**config.mk**
```make
export PLATFORM = sky130hd
export DESIGN_NAME = rle_escape_encoder_crc16_top
export DESIGN_NICKNAME = d
export VERILOG_FILES = /design/src/rlee_pkg.sv /design/src/rlee_front.sv /design/src/rlee_queue.sv /design/src/rlee_back.sv /design/src/rle_escape_encoder_crc16_top.sv
export SDC_FILE = /design/constraint.sdc
export NUM_CORES = 1
export LEC_CHECK = 0
export BUFFER_PORTS_ARGS = -buffer_cell sky130_fd_sc_hd__buf_2
export CORE_UTILIZATION = 30
export DETAILED_ROUTE_END_ITERATION = 10
export GPL_ROUTABILITY_DRIVEN = 0
export SYNTH_ARGS = -nofsm -noshare
export SYNTH_HDL_FRONTEND = slang
export SYNTH_SLANG_ARGS = --single-unit
```
**constraint.sdc**
```tcl
create_clock -name clk_i -period 4.86 [get_ports clk_i]
set_input_delay 0 -clock clk_i [delete_from_list [all_inputs] [get_ports clk_i]]
set_output_delay 0 -clock clk_i [all_outputs]
set_load 0.02 [all_outputs]
```
**src/rlee_pkg.sv**
```systemverilog
// shared types, constants and crc function of the run-length encoder
`timescale 1ns / 1ps
`default_nettype none
package rlee_pkg;

  localparam logic [15:0] CRC_INIT    = 16'hFFFF;
  localparam logic [7:0]  RUN_MAX     = 8'd255;
  localparam int unsigned QUEUE_DEPTH = 4;
  localparam logic        REG_ESCAPE  = 1'b0;

  typedef struct packed {
    logic [7:0]  run_value;
    logic [7:0]  run_length;
    logic [15:0] crc;
    logic        eos;
  } cmd_t;

  typedef enum logic [1:0] {
    PH_ESC,
    PH_CNT,
    PH_VAL
  } phase_e;

  function automatic logic [15:0] crc_update(input logic [15:0] crc, input logic [7:0] b);
    logic [7:0]  x;
    logic [15:0] r;
    x = crc[15:8] ^ b;
    x = x ^ {4'b0000, x[7:4]};
    r = {crc[7:0], 8'h00} ^ {x[3:0], 12'h000} ^ {3'b000, x, 5'b00000} ^ {8'h00, x};
    return r;
  endfunction

endpackage
`default_nettype wire

```
**src/rlee_front.sv**
```systemverilog
// front end: accepts raw bytes, keeps run and crc state, issues run commands
`timescale 1ns / 1ps
`default_nettype none
module rlee_front (
  input  wire logic          clk_i,
  input  wire logic          rst_ni,
  input  wire logic [7:0]    data_byte_i,
  input  wire logic          last_byte_i,
  input  wire logic          in_valid_i,
  output logic               in_ready_o,
  input  wire logic          q_full_i,
  output logic               push_o,
  output rlee_pkg::cmd_t     push_cmd_o
);

  logic [7:0]     run_value_q, run_value_d;
  logic [7:0]     run_len_q, run_len_d;
  logic [15:0]    crc_q, crc_d;
  logic           pend_q, pend_d;
  rlee_pkg::cmd_t pend_cmd_q, pend_cmd_d;

  logic           accept;
  logic           extend;
  logic           close;
  logic [15:0]    crc_n;
  logic [7:0]     new_value;
  logic [7:0]     new_len;
  rlee_pkg::cmd_t close_cmd;
  rlee_pkg::cmd_t flush_cmd;

  assign in_ready_o = !pend_q && !q_full_i;
  assign accept     = in_valid_i && in_ready_o;
  assign crc_n      = rlee_pkg::crc_update(crc_q, data_byte_i);
  assign extend     = (run_len_q != 8'd0) && (run_value_q == data_byte_i) &&
                      (run_len_q != rlee_pkg::RUN_MAX);
  assign close      = (run_len_q != 8'd0) && !extend;
  assign new_value  = extend ? run_value_q : data_byte_i;
  assign new_len    = extend ? (run_len_q + 8'd1) : 8'd1;

  always_comb begin
    close_cmd.run_value  = run_value_q;
    close_cmd.run_length = run_len_q;
    close_cmd.crc        = crc_n;
    close_cmd.eos        = 1'b0;
    flush_cmd.run_value  = new_value;
    flush_cmd.run_length = new_len;
    flush_cmd.crc        = crc_n;
    flush_cmd.eos        = 1'b1;
  end

  always_comb begin
    run_value_d = run_value_q;
    run_len_d   = run_len_q;
    crc_d       = crc_q;
    pend_d      = pend_q;
    pend_cmd_d  = pend_cmd_q;
    push_o      = 1'b0;
    push_cmd_o  = close_cmd;
    if (pend_q) begin
      push_cmd_o = pend_cmd_q;
      if (!q_full_i) begin
        push_o = 1'b1;
        pend_d = 1'b0;
      end
    end else if (accept) begin
      if (close) begin
        push_o     = 1'b1;
        push_cmd_o = close_cmd;
        if (last_byte_i) begin
          pend_d     = 1'b1;
          pend_cmd_d = flush_cmd;
        end
      end else if (last_byte_i) begin
        push_o     = 1'b1;
        push_cmd_o = flush_cmd;
      end
      if (last_byte_i) begin
        run_value_d = 8'd0;
        run_len_d   = 8'd0;
        crc_d       = rlee_pkg::CRC_INIT;
      end else begin
        run_value_d = new_value;
        run_len_d   = new_len;
        crc_d       = crc_n;
      end
    end
  end

  always_ff @(posedge clk_i or negedge rst_ni) begin
    if (!rst_ni) begin
      run_value_q <= 8'd0;
      run_len_q   <= 8'd0;
      crc_q       <= rlee_pkg::CRC_INIT;
      pend_q      <= 1'b0;
    end else begin
      run_value_q <= run_value_d;
      run_len_q   <= run_len_d;
      crc_q       <= crc_d;
      pend_q      <= pend_d;
    end
  end

  always_ff @(posedge clk_i) begin
    pend_cmd_q <= pend_cmd_d;
  end

endmodule
`default_nettype wire

```
**src/rlee_queue.sv**
```systemverilog
// short command queue between front end and back end
`timescale 1ns / 1ps
`default_nettype none
module rlee_queue #(
  parameter int unsigned DEPTH = rlee_pkg::QUEUE_DEPTH
) (
  input  wire logic           clk_i,
  input  wire logic           rst_ni,
  input  wire logic           push_i,
  input  wire rlee_pkg::cmd_t push_cmd_i,
  input  wire logic           pop_i,
  output rlee_pkg::cmd_t      head_o,
  output logic                head_valid_o,
  output logic                full_o
);

  localparam int unsigned PtrW = (DEPTH > 1) ? $clog2(DEPTH) : 1;
  localparam int unsigned CntW = $clog2(DEPTH + 1);

  rlee_pkg::cmd_t entry_q [DEPTH];
  logic [PtrW-1:0] wr_ptr_q, wr_ptr_d;
  logic [PtrW-1:0] rd_ptr_q, rd_ptr_d;
  logic [CntW-1:0] count_q, count_d;
  logic            do_push;
  logic            do_pop;

  assign head_valid_o = (count_q != '0);
  assign full_o       = (count_q == CntW'(DEPTH));
  assign head_o       = entry_q[rd_ptr_q];
  assign do_push      = push_i && !full_o;
  assign do_pop       = pop_i && head_valid_o;

  always_comb begin
    wr_ptr_d = wr_ptr_q;
    rd_ptr_d = rd_ptr_q;
    count_d  = count_q;
    if (do_push) begin
      wr_ptr_d = (wr_ptr_q == PtrW'(DEPTH - 1)) ? '0 : (wr_ptr_q + PtrW'(1));
    end
    if (do_pop) begin
      rd_ptr_d = (rd_ptr_q == PtrW'(DEPTH - 1)) ? '0 : (rd_ptr_q + PtrW'(1));
    end
    if (do_push && !do_pop) begin
      count_d = count_q + CntW'(1);
    end else if (do_pop && !do_push) begin
      count_d = count_q - CntW'(1);
    end
  end

  always_ff @(posedge clk_i or negedge rst_ni) begin
    if (!rst_ni) begin
      wr_ptr_q <= '0;
      rd_ptr_q <= '0;
      count_q  <= '0;
    end else begin
      wr_ptr_q <= wr_ptr_d;
      rd_ptr_q <= rd_ptr_d;
      count_q  <= count_d;
    end
  end

  always_ff @(posedge clk_i) begin
    if (do_push) begin
      entry_q[wr_ptr_q] <= push_cmd_i;
    end
  end

endmodule
`default_nettype wire

```
**src/rlee_back.sv**
```systemverilog
// back end: expands run commands into escape, count, byte beats
`timescale 1ns / 1ps
`default_nettype none
module rlee_back (
  input  wire logic           clk_i,
  input  wire logic           rst_ni,
  input  wire rlee_pkg::cmd_t cmd_i,
  input  wire logic           cmd_valid_i,
  input  wire logic [7:0]     escape_i,
  output logic                pop_o,
  output logic [7:0]          out_byte_o,
  output logic                end_of_stream_o,
  output logic [15:0]         crc_value_o,
  output logic                out_valid_o,
  input  wire logic           out_ready_i
);

  rlee_pkg::phase_e phase_q, phase_d;
  logic        out_valid_q, out_valid_d;
  logic [7:0]  byte_q, byte_d;
  logic        eos_q, eos_d;
  logic [15:0] crc_q, crc_d;

  logic        load;
  logic        single;
  logic        is_last;
  logic [7:0]  cur_byte;

  assign load   = cmd_valid_i && (!out_valid_q || out_ready_i);
  assign single = (cmd_i.run_value == escape_i) && (cmd_i.run_length == 8'd1);

  // next phase
  always_comb begin
    phase_d = phase_q;
    if (load) begin
      case (phase_q)
        rlee_pkg::PH_ESC: phase_d = rlee_pkg::PH_CNT;
        rlee_pkg::PH_CNT: phase_d = single ? rlee_pkg::PH_ESC : rlee_pkg::PH_VAL;
        rlee_pkg::PH_VAL: phase_d = rlee_pkg::PH_ESC;
        default:          phase_d = rlee_pkg::PH_ESC;
      endcase
    end
  end

  // beat contents per phase
  always_comb begin
    case (phase_q)
      rlee_pkg::PH_ESC: begin
        cur_byte = escape_i;
        is_last  = 1'b0;
      end
      rlee_pkg::PH_CNT: begin
        cur_byte = single ? 8'h00 : cmd_i.run_length;
        is_last  = single;
      end
      rlee_pkg::PH_VAL: begin
        cur_byte = cmd_i.run_value;
        is_last  = 1'b1;
      end
      default: begin
        cur_byte = escape_i;
        is_last  = 1'b0;
      end
    endcase
  end

  assign pop_o = load && is_last;

  always_comb begin
    out_valid_d = out_valid_q;
    byte_d      = byte_q;
    eos_d       = eos_q;
    crc_d       = crc_q;
    if (load) begin
      out_valid_d = 1'b1;
      byte_d      = cur_byte;
      eos_d       = cmd_i.eos && is_last;
      crc_d       = cmd_i.crc;
    end else if (out_ready_i) begin
      out_valid_d = 1'b0;
    end
  end

  always_ff @(posedge clk_i or negedge rst_ni) begin
    if (!rst_ni) begin
      phase_q     <= rlee_pkg::PH_ESC;
      out_valid_q <= 1'b0;
    end else begin
      phase_q     <= phase_d;
      out_valid_q <= out_valid_d;
    end
  end

  always_ff @(posedge clk_i) begin
    byte_q <= byte_d;
    eos_q  <= eos_d;
    crc_q  <= crc_d;
  end

  assign out_valid_o     = out_valid_q;
  assign out_byte_o      = byte_q;
  assign end_of_stream_o = eos_q;
  assign crc_value_o     = crc_q;

endmodule
`default_nettype wire

```
**src/rle_escape_encoder_crc16_top.sv**
```systemverilog
// Run-length encoder with escape byte and running CRC-16. Raw bytes enter one beat per cycle
// while the command queue has room; each closed run leaves as escape, count, byte (a lone
// escape byte as escape, 0x00), one output beat per cycle while out_ready_i is high, so the
// output side sets the sustained rate. An input beat that both closes a run and ends the
// stream holds the input off until its second command is in the queue. Every output beat
// carries the CRC over the stream's raw bytes up to the beat that caused it; end_of_stream
// marks the last beat of a stream. The user must write the escape byte over the APB port,
// at addresses 0 to 3 (paddr[2] clear), only while the block is idle, which is not enforced.
`timescale 1ns / 1ps
`default_nettype none
module rle_escape_encoder_crc16_top #(
  parameter int unsigned QUEUE_DEPTH = rlee_pkg::QUEUE_DEPTH
) (
  input  wire logic        clk_i,
  input  wire logic        rst_ni,
  input  wire logic [7:0]  data_byte_i,
  input  wire logic        last_byte_i,
  input  wire logic        in_valid_i,
  output logic             in_ready_o,
  output logic [7:0]       out_byte_o,
  output logic             end_of_stream_o,
  output logic [15:0]      crc_value_o,
  output logic             out_valid_o,
  input  wire logic        out_ready_i,
  input  wire logic        psel,
  input  wire logic        penable,
  input  wire logic        pwrite,
  input  wire logic [2:0]  paddr,
  input  wire logic [31:0] pwdata,
  output logic [31:0]      prdata,
  output logic             pready
);

  logic [7:0]     escape_q, escape_d;
  logic           cfg_wr;
  logic           push;
  rlee_pkg::cmd_t push_cmd;
  logic           q_full;
  rlee_pkg::cmd_t head;
  logic           head_valid;
  logic           pop;

  assign pready = 1'b1;
  assign cfg_wr = psel && penable && pwrite && pready && (paddr[2] == rlee_pkg::REG_ESCAPE);

  always_comb begin
    escape_d = escape_q;
    if (cfg_wr) begin
      escape_d = pwdata[7:0];
    end
  end

  always_ff @(posedge clk_i or negedge rst_ni) begin
    if (!rst_ni) begin
      escape_q <= 8'd0;
    end else begin
      escape_q <= escape_d;
    end
  end

  assign prdata = (paddr[2] == rlee_pkg::REG_ESCAPE) ? {24'd0, escape_q} : 32'd0;

  rlee_front u_front (
    .clk_i       (clk_i),
    .rst_ni      (rst_ni),
    .data_byte_i (data_byte_i),
    .last_byte_i (last_byte_i),
    .in_valid_i  (in_valid_i),
    .in_ready_o  (in_ready_o),
    .q_full_i    (q_full),
    .push_o      (push),
    .push_cmd_o  (push_cmd)
  );

  rlee_queue #(
    .DEPTH (QUEUE_DEPTH)
  ) u_queue (
    .clk_i        (clk_i),
    .rst_ni       (rst_ni),
    .push_i       (push),
    .push_cmd_i   (push_cmd),
    .pop_i        (pop),
    .head_o       (head),
    .head_valid_o (head_valid),
    .full_o       (q_full)
  );

  rlee_back u_back (
    .clk_i           (clk_i),
    .rst_ni          (rst_ni),
    .cmd_i           (head),
    .cmd_valid_i     (head_valid),
    .escape_i        (escape_q),
    .pop_o           (pop),
    .out_byte_o      (out_byte_o),
    .end_of_stream_o (end_of_stream_o),
    .crc_value_o     (crc_value_o),
    .out_valid_o     (out_valid_o),
    .out_ready_i     (out_ready_i)
  );

endmodule
`default_nettype wire

```
==> metrics.csv, run 1 <==
stage,metric,value,unit
clock_network,cts_tree,built,
clock_network,cts_sinks,240,
power,power.total,7840,uW
final_layout,finish.utilization,35.9,%
drt,routed.top_layer,met5,
global_routing,grt_start_max_net_pins,70,
clock_network,postCtsSetupBuffers,0,
global_routing,grt_antenna_before_repair,3,
logic_synthesis,mappedNetlistArea,10400,sq um
sta,period_share,75.8,%
drt,wirelength_met1,9.65,mm
sta,report.final.setup_viol,0,
power,seq_power_share,44.6,%
logic_synthesis,syn_avg_cell_area,15.2,sq um
sta,hold_violations,0,
sta,slew-limit-headroom,11.8,%
floorplan,core.rowCount,67,
floorplan,num_io_pins,111,
drt,route.detailed.drc,0,
power,static-leakage-power,0.00434,uW
sta,fmax,272,MHz
drt,met3WireLength,1.01,mm
final_layout,filler_cell_count,3237,
logic_synthesis,synth-seq-cells,240,
drt,vias_per_cell,4.58,
logic_synthesis,synth-main-ff-cell,sky130_fd_sc_hd__edfxtp_1,
final_layout,area_growth_syn_to_layout,16.5,%
drt,wirelength,20.6,mm
logic_synthesis,synth_area_leader_cell,sky130_fd_sc_hd__edfxtp_1,
drt,routed-wl-met2,9.54,mm
hold_path,hold_path.class,input pin to flop,
critical_path,critPathRequiredTime,5.05,ns
power,netSwitchingFraction,32.1,%
outcome,outcome,"complete, no violations",
final_layout,area_occupied_by_registers,6970,sq um
power,share_clk_of_total_power,24.8,%
critical_path,cp_data_arrival_time,3.87,ns
final_layout,fin_nets,822,
global_routing,total_congestion_overflow_after_global_routing,0,
power,power-per-cell-area,644,nW/um^2
logic_synthesis,yosysWarningCount,0,
drt,routed-via-count,5626,
logic_synthesis,netlist_top_cells_area,"sky130_fd_sc_hd__edfxtp_1 54%, sky130_fd_sc_hd__dfrtp_1 8.4%, sky130_fd_sc_hd__mux4_2 5.0%",
global_routing,grt_pass1_vias,5751,
floorplan,die_h,189,microns
floorplan,core_region_area,33900,sq um
drt,dr.first_iter.drc_count,390,
floorplan,start_util,30.8,%
global_routing,global_route_wire_length_before_repair,32.8,mm
drt,detailedRoute.firstPassIterationCount,4,
place,place.detailed.hpwl,13.3,mm
clock_network,numCtsBuffers,27,
final_layout,mostFrequentLayoutCells,"189 x sky130_fd_sc_hd__edfxtp_1, 59 x sky130_fd_sc_hd__buf_2, 51 x sky130_fd_sc_hd__nor2_1",
logic_synthesis,syn_inst,686,
sta,timing_worst_slew_pin_value,1.31,ns
sta,accumulated_negative_setup_slack,0,ns
critical_path,worstSetupPathType,flop to flop,
drt,route.antenna.remaining_nets,0,
clock_network,clkTransAtPathRegs,0.05,ns
place,place.port_buffers,59,
sta,finalClockSkew,0.00888,ns
clock_network,clock_tree.root_cell,sky130_fd_sc_hd__clkbuf_16,
final_layout,layout.cells.most_common,sky130_fd_sc_hd__edfxtp_1,
floorplan,floorplan_die_width,189,microns
final_layout,layout-drive-gt1-share,24.6,%
power,cell_internal_pwr,5330,uW
power,switchingPower,2510,uW
critical_path,crit_path_end_kind,flop,
critical_path,critical_path.startpoint_type,flop,
logic_synthesis,yosysSeqAreaShare,66.8,%
logic_synthesis,async_reset_ff_share,21.3,%
clock_network,cts_htree_levels,1,
critical_path,path_max_fanout,17,
final_layout,multi_input_area,3080,sq um
floorplan,die-area,35600,sq um
drt,wire_per_inst,16.7,microns
clock_network,cts_hold_buf,19,
clock_network,insertion_delay,0.52,ns
sta,layout_min_cycle_time,3.68,ns
clock_network,cts.repair.resized,0,
logic_synthesis,synth_cell_types,51,
power,comb_power_share,30.6,%
sta,max_slew_violation_count,0,
global_routing,grt.total_usage,11.8,%
clock_network,clock_tree.buffer_depth,3,
power,vdd_ir_drop_max,0.271,mV
logic_synthesis,yosysTopAreaCellShare,54.3,%
sta,hold-worst-slack,0.0202,ns
sta,rsz_0062_raised_after_global_routing,false,
run,max-cap-violations,0,
logic_synthesis,synth_enable_flop_cells,189,
[cell usage after synthesis, drive strengths merged, types with 2 or more instances]
library cell / n
edfxtp: 189
nor2: 52
buf: 36
dfrtp: 35
clkbuf: 34
mux4: 33
inv: 29
nand2: 29
xnor2: 28
a21oi: 25
mux2: 24
xor2: 23
o21ai: 20
dfstp: 16
ha: 11
nand4b: 11
o311ai: 11
a31o: 9
nor4: 9
a22oi: 8
nor2b: 8
and2: 7
and3: 7
a22o: 3
nand3: 3
nand4: 3
nor3: 3
nor4b: 3
o22a: 3
conb: 2
nor3b: 2
[worst max-delay path: stages (launching register included)]
cell and delay [ns]:
sky130_fd_sc_hd__dfrtp_1 0.42, sky130_fd_sc_hd__ha_1 0.22, sky130_fd_sc_hd__and3_1 0.23, sky130_fd_sc_hd__and3_1 0.20, sky130_fd_sc_hd__and3_1 0.40, sky130_fd_sc_hd__o21ai_2 0.11
sky130_fd_sc_hd__a211oi_2 0.42, sky130_fd_sc_hd__and2_1 0.89, sky130_fd_sc_hd__buf_4 0.45
[kinds of logic after synthesis]
group                    Yosys count  share of synthesized area (%)
flip-flops                       240                           66.8
other                              2                         0.0719
adder cells (fa/ha/maj)           12                           1.51
AO/OA/AOI/OAI                     86                           5.54
XOR/XNOR                          51                           4.28
AND/OR/NAND/NOR                  139                           6.96
multiplexers                      57                           10.1
buffers and inverters             99                           4.76
[final cells by class]
type	instances	area share (%)
repair buffers	91	4.79
clock buffers	32	5.71
multi-input cells	370	25.3
clock inverters	17	1.34
well taps	448	4.61
diodes	2	0.0411
flip-flops and latches	240	57.3
inverters	29	0.895
[metrics by stage]
step / instances / area (sq um) / setup WS, ns
finish: 1229 / 12200 / 1.18
global route: 1229 / 12200 / 0.932
CTS: 1227 / 12200 / 1.12
detailed placement: 1159 / 11100 / 1.13
global placement: 1159 / 11100 / 1.20
floorplan: 709 / 10500 / 1.44
[registers in the layout (all words and copies together), names as in the netlist]
signal,flops
u_front.run_len_q,8
u_back.end_of_stream_o,1
u_front.pend_q,1
u_queue.count_q,3
u_queue.wr_ptr_q,2
u_queue.rd_ptr_q,2
u_front.run_value_q,8
u_back.crc_value_o,16
escape_q,8
u_queue.entry_q,132
u_back.phase_q,2
u_front.pend_cmd_q,32
u_front.crc_q,16
u_back.out_valid_o,1
u_back.out_byte_o,8
[final timing paths]
kind                                       from                endpoint  slack (ns)  cells past startpoint
min in group asynchronous                rst_ni             escape_q[3]        0.15                      3
hold / removal                       in_valid_i    u_front.run_len_q[4]        0.02                      3
hold reg to reg               u_front.crc_q[10]       u_front.crc_q[10]        0.51                      2
setup / recovery           u_front.run_len_q[0]  u_queue.entry_q[1][30]        1.18                      8
max in group asynchronous                rst_ni          u_front.pend_q        4.15                      3
setup reg to reg           u_front.run_len_q[0]  u_queue.entry_q[1][30]        1.18                      8
[per-layer routing]
layer,global-route usage (%),up-vias
met4,2.95,2
met1,15.9,2807
met5,0,-
met3,2.42,26
met2,19.3,127
li1,-,2664
[power groups by stage]
stage	Combinational, uW	Clock [uW]	Sequential (uW)
floorplan	1700	0	3550
global placement	2380	0	3530
detailed placement	2430	0	3550
CTS	2450	2000	3510
global route	2660	2080	3570
finish	2400	1940	3500
Power figures use the tool's default switching activity.
==> inputs of run 2 (changes only) <==
==> constraint.sdc (replaced) <==
create_clock -name clk_i -period 3.83 [get_ports clk_i]
set_input_delay 0 -clock clk_i [delete_from_list [all_inputs] [get_ports clk_i]]
set_output_delay 0 -clock clk_i [all_outputs]
set_load 0.02 [all_outputs]
==> run 2 against run 1 <==
Non-clock buffer count up 15. Wire length up 0.73%. Largest power group unchanged. Critical path type unchanged. Final cell count is 0.98% higher. Sequential cell count did not move. Largest cell class unchanged.
==> metrics.csv, run 2 (synthesis gave the netlist of run 1 again) <==
stage,metric,value,unit
global_routing,grt_antenna_before_repair,2,
final_layout,largest_reg_flops,132,
place,detailed_place.area,11300,sq um
final_layout,layout.cells.most_common,sky130_fd_sc_hd__edfxtp_1,
floorplan,floorplan_die_width,189,microns
clock_network,cts_htree_levels,1,
drt,wire_per_inst,16.7,microns
global_routing,grt_pass1_vias,5664,
floorplan,core_region_area,33900,sq um
drt,route.antenna.remaining_nets,0,
critical_path,path_max_fanout,18,
sta,period_share,90.4,%
drt,routed-via-count,5621,
sta,max_slew_violation_count,0,
final_layout,mostFrequentLayoutCells,"189 x sky130_fd_sc_hd__edfxtp_1, 59 x sky130_fd_sc_hd__buf_2, 51 x sky130_fd_sc_hd__nor2_1",
drt,dr.first_iter.drc_count,357,
critical_path,crit_path_end_kind,flop,
global_routing,grt_start_max_net_pins,65,
floorplan,start_util,30.8,%
outcome,outcome,"complete, no violations",
sta,report.final.setup_viol,0,
clock_network,cts_sinks,240,
global_routing,global_route_wire_length_before_repair,32.5,mm
final_layout,filler_cell_count,3207,
place,place.port_buffers,59,
global_routing,total_congestion_overflow_after_global_routing,0,
sta,layout_min_cycle_time,3.46,ns
sta,rsz_0062_raised_after_global_routing,false,
sta,accumulated_negative_setup_slack,0,ns
hold_path,hold_path.class,input pin to asynchronous set/reset pin,
sta,slew-limit-headroom,30.7,%
clock_network,clock_tree.buffer_depth,3,
clock_network,cts.repair.resized,0,
final_layout,fin_nets,836,
clock_network,clock_tree.root_cell,sky130_fd_sc_hd__clkbuf_16,
critical_path,worstSetupPathType,flop to flop,
power,vdd_ir_drop_max,0.363,mV
final_layout,diodes,0,
floorplan,die_h,189,microns
critical_path,critPathRequiredTime,4.23,ns
final_layout,largestRegisters,"u_queue.entry_q x132, u_front.pend_cmd_q x32",
sta,fmax,289,MHz
final_layout,design_area,12300,sq um
drt,route.detailed.drc,0,
run,max-cap-violations,0,
floorplan,num_io_pins,111,
sta,hold_violations,0,
final_layout,max_flop_register,u_queue.entry_q,
sta,finalClockSkew,0.0104,ns
critical_path,critical_path.startpoint_type,flop,
power,power-per-cell-area,811,nW/um^2
drt,wirelength,20.7,mm
drt,vias_per_cell,4.53,
power,static-leakage-power,0.00440,uW
place,place.detailed.hpwl,13.2,mm
floorplan,die-area,35600,sq um
global_routing,grt.total_usage,11.7,%
critical_path,cp_data_arrival_time,3.86,ns
clock_network,cts_tree,built,
clock_network,insertion_delay,0.52,ns
clock_network,numCtsBuffers,26,
drt,detailedRoute.firstPassIterationCount,4,
sta,timing_worst_slew_pin_value,1.04,ns
final_layout,area_growth_syn_to_layout,17.6,%
floorplan,core.rowCount,67,
clock_network,clkTransAtPathRegs,0.06,ns
final_layout,layout-drive-gt1-share,25.6,%
## run 2: changes by cell type in the layout (fill, tap and decap cells not counted), moves of 4 or more
cell / delta
sky130_fd_sc_hd__buf_12: +4
sky130_fd_sc_hd__buf_4: +9
sky130_fd_sc_hd__clkbuf_1: +7
sky130_fd_sc_hd__clkinv_1: -6
## run 2: what timing repair did
action                                 CTS  global route
endpoints found under the hold margin   69             0
setup buffers                            0             0
hold buffers                            21             0
## run 2: worst paths after layout
| path | slack, ns | cells past startpoint | end | start |
|---|---|---|---|---|
| min | 0.15 | 3 | escape_q[0] | rst_ni |
| min reg2reg | 0.49 | 1 | u_queue.count_q[2] | u_queue.count_q[2] |
| min in group clk_i | 0.15 | 3 | escape_q[4] | pwrite |
| max reg2reg | 0.37 | 10 | u_queue.count_q[1] | u_queue.rd_ptr_q[1] |
| max | 0.37 | 10 | u_queue.count_q[1] | u_queue.rd_ptr_q[1] |
| max in group asynchronous | 3.11 | 3 | escape_q[2] | rst_ni |
## run 2: layout make-up
class / instances / area, sq um / area share, %
Sequential cell: 240 / 6970 / 56.8
Clock buffer: 40 / 734 / 5.98
Inverter: 29 / 109 / 0.887
Tap cell: 448 / 561 / 4.57
Multi-Input combinational cell: 370 / 3080 / 25.1
Clock inverter: 8 / 67.6 / 0.550
Timing Repair Buffer: 106 / 751 / 6.11
## run 2: metal layers
layer | up-vias | global-route usage, % | part of all wire, %
met5 | - | 0 | 0.15
met4 | 4 | 2.64 | 1.3
met3 | 29 | 2.37 | 5.0
met2 | 119 | 18.9 | 46
met1 | 2785 | 16.1 | 47
li1 | 2684 | - | -
## run 2: metrics by stage
| step | worst slack, ns | util [%] | hold slack (ns) | cells | total power [uW] |
|---|---|---|---|---|---|
| floorplan | 0.409 | - | -0.296 | 709 | 6650 |
| CTS | 0.333 | 36.2 | 0.132 | 1241 | 10100 |
| finish | 0.367 | 36.2 | 0.150 | 1241 | 9950 |
| detailed placement | 0.346 | 33.3 | -0.150 | 1172 | 7710 |
| global placement | 0.371 | 33.3 | -0.153 | 1172 | 7610 |
| global route | 0.186 | 36.2 | 0.166 | 1241 | 10500 |
## run 2: where the power goes
group	internal (uW)	total (uW)	switching (uW)
Clock	1380	2330	950
Sequential	4060	4350	290
Combinational	1300	3270	1970
Total	6750	9950	3210
## run 2: critical path, cell delays in order (launching register included)
cell	delay, ns
sky130_fd_sc_hd__dfrtp_1	0.84
sky130_fd_sc_hd__mux4_1	0.46
sky130_fd_sc_hd__xor2_1	0.18
sky130_fd_sc_hd__nor4_2	0.32
sky130_fd_sc_hd__a41o_1	0.26
sky130_fd_sc_hd__and3_4	0.23
sky130_fd_sc_hd__inv_1	0.09
sky130_fd_sc_hd__ha_1	0.23
sky130_fd_sc_hd__inv_1	0.07
sky130_fd_sc_hd__fa_1	0.40
sky130_fd_sc_hd__mux2_2	0.26
